--- config.mk ---
export PLATFORM = sky130hd
export DESIGN_NAME = vfv_ram_2r1w
export DESIGN_NICKNAME = d
export VERILOG_FILES = /design/src/vfv_ram_2r1w.sv
export SDC_FILE = /design/constraint.sdc
export NUM_CORES = 1
export LEC_CHECK = 0
export ABC_AREA = 0
export BUFFER_PORTS_ARGS = -buffer_cell sky130_fd_sc_hd__buf_4
export CAP_MARGIN = 20
export CORE_AREA = 2 2 46 48
export CTS_CLUSTER_DIAMETER = 50
export DETAILED_ROUTE_END_ITERATION = 8
export DIE_AREA = 0 0 48 50
export GPL_TIMING_DRIVEN = 1
export HOLD_SLACK_MARGIN = 0.06
export PLACE_DENSITY = 0.81
export SLEW_MARGIN = 5
export SYNTH_ARGS = -nofsm -noshare
export SYNTH_HDL_FRONTEND = slang
export SYNTH_SLANG_ARGS = --single-unit
--- constraint.sdc ---
create_clock -name i_clk -period 1.6 [get_ports i_clk]
set_input_delay 0.16 -clock i_clk [delete_from_list [all_inputs] [get_ports i_clk]]
set_output_delay 0.16 -clock i_clk [all_outputs]
set_load 0.05 [all_outputs]
--- src/vfv_ram_2r1w.sv ---
module vfv_ram_2r1w #(
    parameter int DEPTH = 16
) (
    input  logic                     i_clk,
    input  logic                     i_we,
    input  logic [$clog2(DEPTH)-1:0] i_wa,
    input  logic                     i_wd,
    input  logic                     i_re_a,
    input  logic [$clog2(DEPTH)-1:0] i_ra_a,
    input  logic                     i_re_b,
    input  logic [$clog2(DEPTH)-1:0] i_ra_b,
    output logic                     o_rd_a,
    output logic                     o_rd_b
);

    logic r_mem [DEPTH];
    logic r_rd_a;
    logic r_rd_b;

    always_ff @(posedge i_clk) begin
        if (i_we) begin
            r_mem[i_wa] <= i_wd;
        end
        if (i_re_a) begin
            r_rd_a <= r_mem[i_ra_a];
        end
        if (i_re_b) begin
            r_rd_b <= r_mem[i_ra_b];
        end
    end

    assign o_rd_a = r_rd_a;
    assign o_rd_b = r_rd_b;

endmodule

==> flow_results.org <==
** Status
- Outcome :: finished clean

** STA
- For this run, the top clock speed supported by timing is 0.698 GHz.
- Total negative slack for setup checks :: 0 ns
- Measured against its own limit, the worst slew margin works out to 86.0%.
- Maximum clock skew at final layout :: 0.00215 ns
- Unrepaired setup endpoints after global routing :: false
- The final-report max-slew violation count is 0.
- Endpoints failing setup :: 0
- After layout, the worst path uses 89.6% of the clock period.
- At the pin with the least slew margin, the transition time is 0.208 ns.
- The routed design could run at a clock period as short as 1.43 ns.
- The final count of hold timing violations was 0.

** Critical path
- Kind of start point of the critical path :: flop
- STA classifies the critical path endpoint as a flop.
- Crit path cell chain :: mux4_1, mux2i_1, mux2i_1
- Register-to-register path setup slack :: 0.17 ns
- Among the stages of the critical path, the cell type that occurs most often is mux2i_1.
- For this run, the slowest stage of the critical path takes 0.54 ns.
- Worst setup path start :: r_mem[13]$_DFFE_PP_
- Logic depth of the worst register-to-register path :: 3
- Maximum net fanout on the critical path :: 2
- Buf/Inv on CP :: 0
- STA puts the critical path data arrival time at 1.47 ns.
- In this run the number of cells on the critical path is 3.
- Among cell families on the critical path, the largest total delay comes from multiplexers.
- Terminus of the critical flop-to-flop path :: o_rd_b$_DFFE_PP_
- The slowest stage of the critical path is the mux4_1 cell.
- Endpoint required time on the critical path :: 1.64 ns
- The worst setup path is of the reg2reg kind.
- Following the worst setup path forward leads to its endpoint at o_rd_b$_DFFE_PP_.
- Worst flop-to-flop path startpoint :: r_mem[13]$_DFFE_PP_

** Die
- In this run the core area contains 16 standard-cell rows.
- The die is 48 um wide.
- The die covers 2400 um2.
- Pin placement for this block handled 19 I/O pins.
- The initial utilization of the core area, before any placement, comes to 48.4%.
- The die is 50 um tall.
- The region available for standard cell placement spans 1900 um2.

** Layout
- In the final layout, the multi-input gates occupy 380 um2.
- The area growth from synthesis to layout is 23.4%.
- The repair_antennas step left the layout with diodes totalling 0.
- Registers take 541 um2.
- Cells with a size suffix above 1 make up 27.8% of the layout.
- The layout has 157 filler cells.
- The net count of the finished layout is 97.

** Yosys
- Top cell type by total area after synthesis :: edfxtp_1
- Summing every instance area after synthesis gives 921 um2.
- Proportion of synthesized chip area in sequential cells :: 58.7%
- Each instance of the synthesized netlist takes up on average 16.7 um2.
- In this run the biggest area consumer among cell types represents 58.7% of the synthesized area.
- By area the synthesized netlist is led by edfxtp_1 59%, mux4_1 23%, mux2i_1 6.5%.
- Synthesized netlist net count :: 72
- The commonest cells after synthesis are 18 x edfxtp_1, 12 x nor2_1, 8 x mux4_1, 6 x mux2i_1, 4 x nor3_1.
- Yosys warning count :: 0
- Number of distinct standard cells referenced by the synthesized netlist :: 10
- The synthesized design contains 18 enable-type register cells.
- Top-count cell post-synth :: edfxtp_1
- Synth Instances :: 55
- Commonest register cell after synthesis :: edfxtp_1
- Fraction of registers with async set/reset :: 0%
- Synthesis inferred 18 register bits.

** Clocking
- TritonCTS built the clock tree.
- Once the clock tree was built, the setup fixing pass inserted 0 buffers.
- Number of instances resized during post-cts repair :: 0
- Clock-pin slew was measured on the worst setup and hold paths at 0.10 ns.
- Number of clock buffers inserted by TritonCTS :: 3
- The tree is rooted in a clkbuf_4.
- Clock latency on the worst-skew pair :: 0.28 ns
- The clock net in this run drives a total of 18 sinks.
- CTS built an H-tree with a depth of 1.
- The clock passes through at most 2 buffers.

** Hold path
- The tightest min-delay check is of the in2reg type.

** Global routing
- The via count of the first global-routing pass came to 593.
- Leftover overflow at the end of global routing :: 0
- Wire length of the first global-routing pass :: 2550 um
- Maximum number of pins on one net before global-route repair :: 17
- The initial antenna violation count came to 0.
- GRT Resource Usage Total :: 16.2%

** Power and ir drop
- Total power for the finished layout comes to 888 uW.
- Power spread over the standard cell area amounts to 781 nW/um2.
- IR drop worst, VDD :: 0.469 mV
- In this run the static leakage power is 0.426 nW.

** Detailed routing
- Vias after detailed routing :: 566
- Total Wirelength :: 1600 um
- Post-detailed-route DRC marker count :: 0
- The first TritonRoute pass finished after 3 iterations.
- Routed wire length on met2 :: 850 um
- For this block, wires on met1 add up to 679 um.
- The count of nets left with antenna violations once routing finished came out at 0.
- Detailed router's first-iteration violation count :: 18
- Final routed wire length divided by cell count :: 15.1 um
- Routed vias/inst :: 5.34
- Amount of wire on met3 after detailed routing :: 49 um
- Max layer used :: met4

** Placed design
- Hpwl dp :: 1250 um
- The congestion estimate from routability-driven global placement came to 0.720.
- IO buf count :: 18

** Job
- # Max-Cap Violations :: 0
[logic make-up after synthesis]
kind of cell	count (synthesis)	share of synthesized area, %
flip-flops	18	58.7
multiplexers	14	29.3
AND/OR/NAND/NOR	23	12.0
[layout by cell type, fill, tap and decap left out]
cell / netlist / layout
clkinv_1: 0 / 1
clkbuf_4: 0 / 3
nor3_1: 4 / 4
nand3_1: 1 / 1
edfxtp_1: 18 / 18
or3b_2: 1 / 1
mux2i_1: 6 / 6
nand3b_1: 2 / 2
mux4_1: 8 / 8
dlygate4sd3_1: 0 / 2
buf_4: 0 / 18
nand2_1: 1 / 1
nand2b_1: 2 / 2
nor2_1: 12 / 12
[power by group]
part | switching [mW] | internal [mW]
clock network | 0.130 | 0.0906
registers | 0.00457 | 0.533
logic | 0.0622 | 0.0679
[final cells by class]
cell class | instances | share of cell area, %
timing repair buffer | 20 | 13.7
tap | 27 | 2.97
sequential | 18 | 47.6
multi-input combinational | 37 | 33.5
clock buffer | 3 | 1.98
clock inverter | 1 | 0.330
[per-stage QoR]
stage,hold slack (ns),utilization (%),cells,instance area [um2],worst slack [ns]
floorplan,0.259,-,55,921,0.306
global placement,0.359,57.3,100,1090,0.218
detailed placement,0.358,57.3,100,1090,0.163
CTS,0.153,59.7,106,1140,0.154
global route,0.162,59.7,106,1140,0.0971
finish,0.163,59.7,106,1140,0.166
[how the worst min path moves through the flow]
stage / startpoint / end / slack (ns) / cells after the start
after floorplan: i_wd / r_mem[0]$_DFFE_PP_ / 0.26 / 0
after global placement: i_re_a / o_rd_a$_DFFE_PP_ / 0.36 / 1
after detailed placement: i_re_b / o_rd_b$_DFFE_PP_ / 0.36 / 1
after CTS: i_wd / r_mem[8]$_DFFE_PP_ / 0.15 / 1
after global routing: i_ra_a[2] / o_rd_a$_DFFE_PP_ / 0.16 / 2
final: i_wd / r_mem[8]$_DFFE_PP_ / 0.16 / 1
[what timing repair did]
item	CTS	global route
hold endpoints to repair	2	0
hold buffers	2	0
setup endpoints to repair	0	0
[routing by layer]
layer / track usage [%] / vias up
met5: 0 / -
met4: 9.46 / 0
met3: 3.30 / 2
met2: 26.2 / 15
met1: 18.7 / 272
li1: - / 277
[state kept, by name, indices dropped and copies added, names as in the netlist]
register and flops:
r_mem 16, o_rd_a 1, o_rd_b 1
Note: power is estimated with default switching activity, not from simulation.
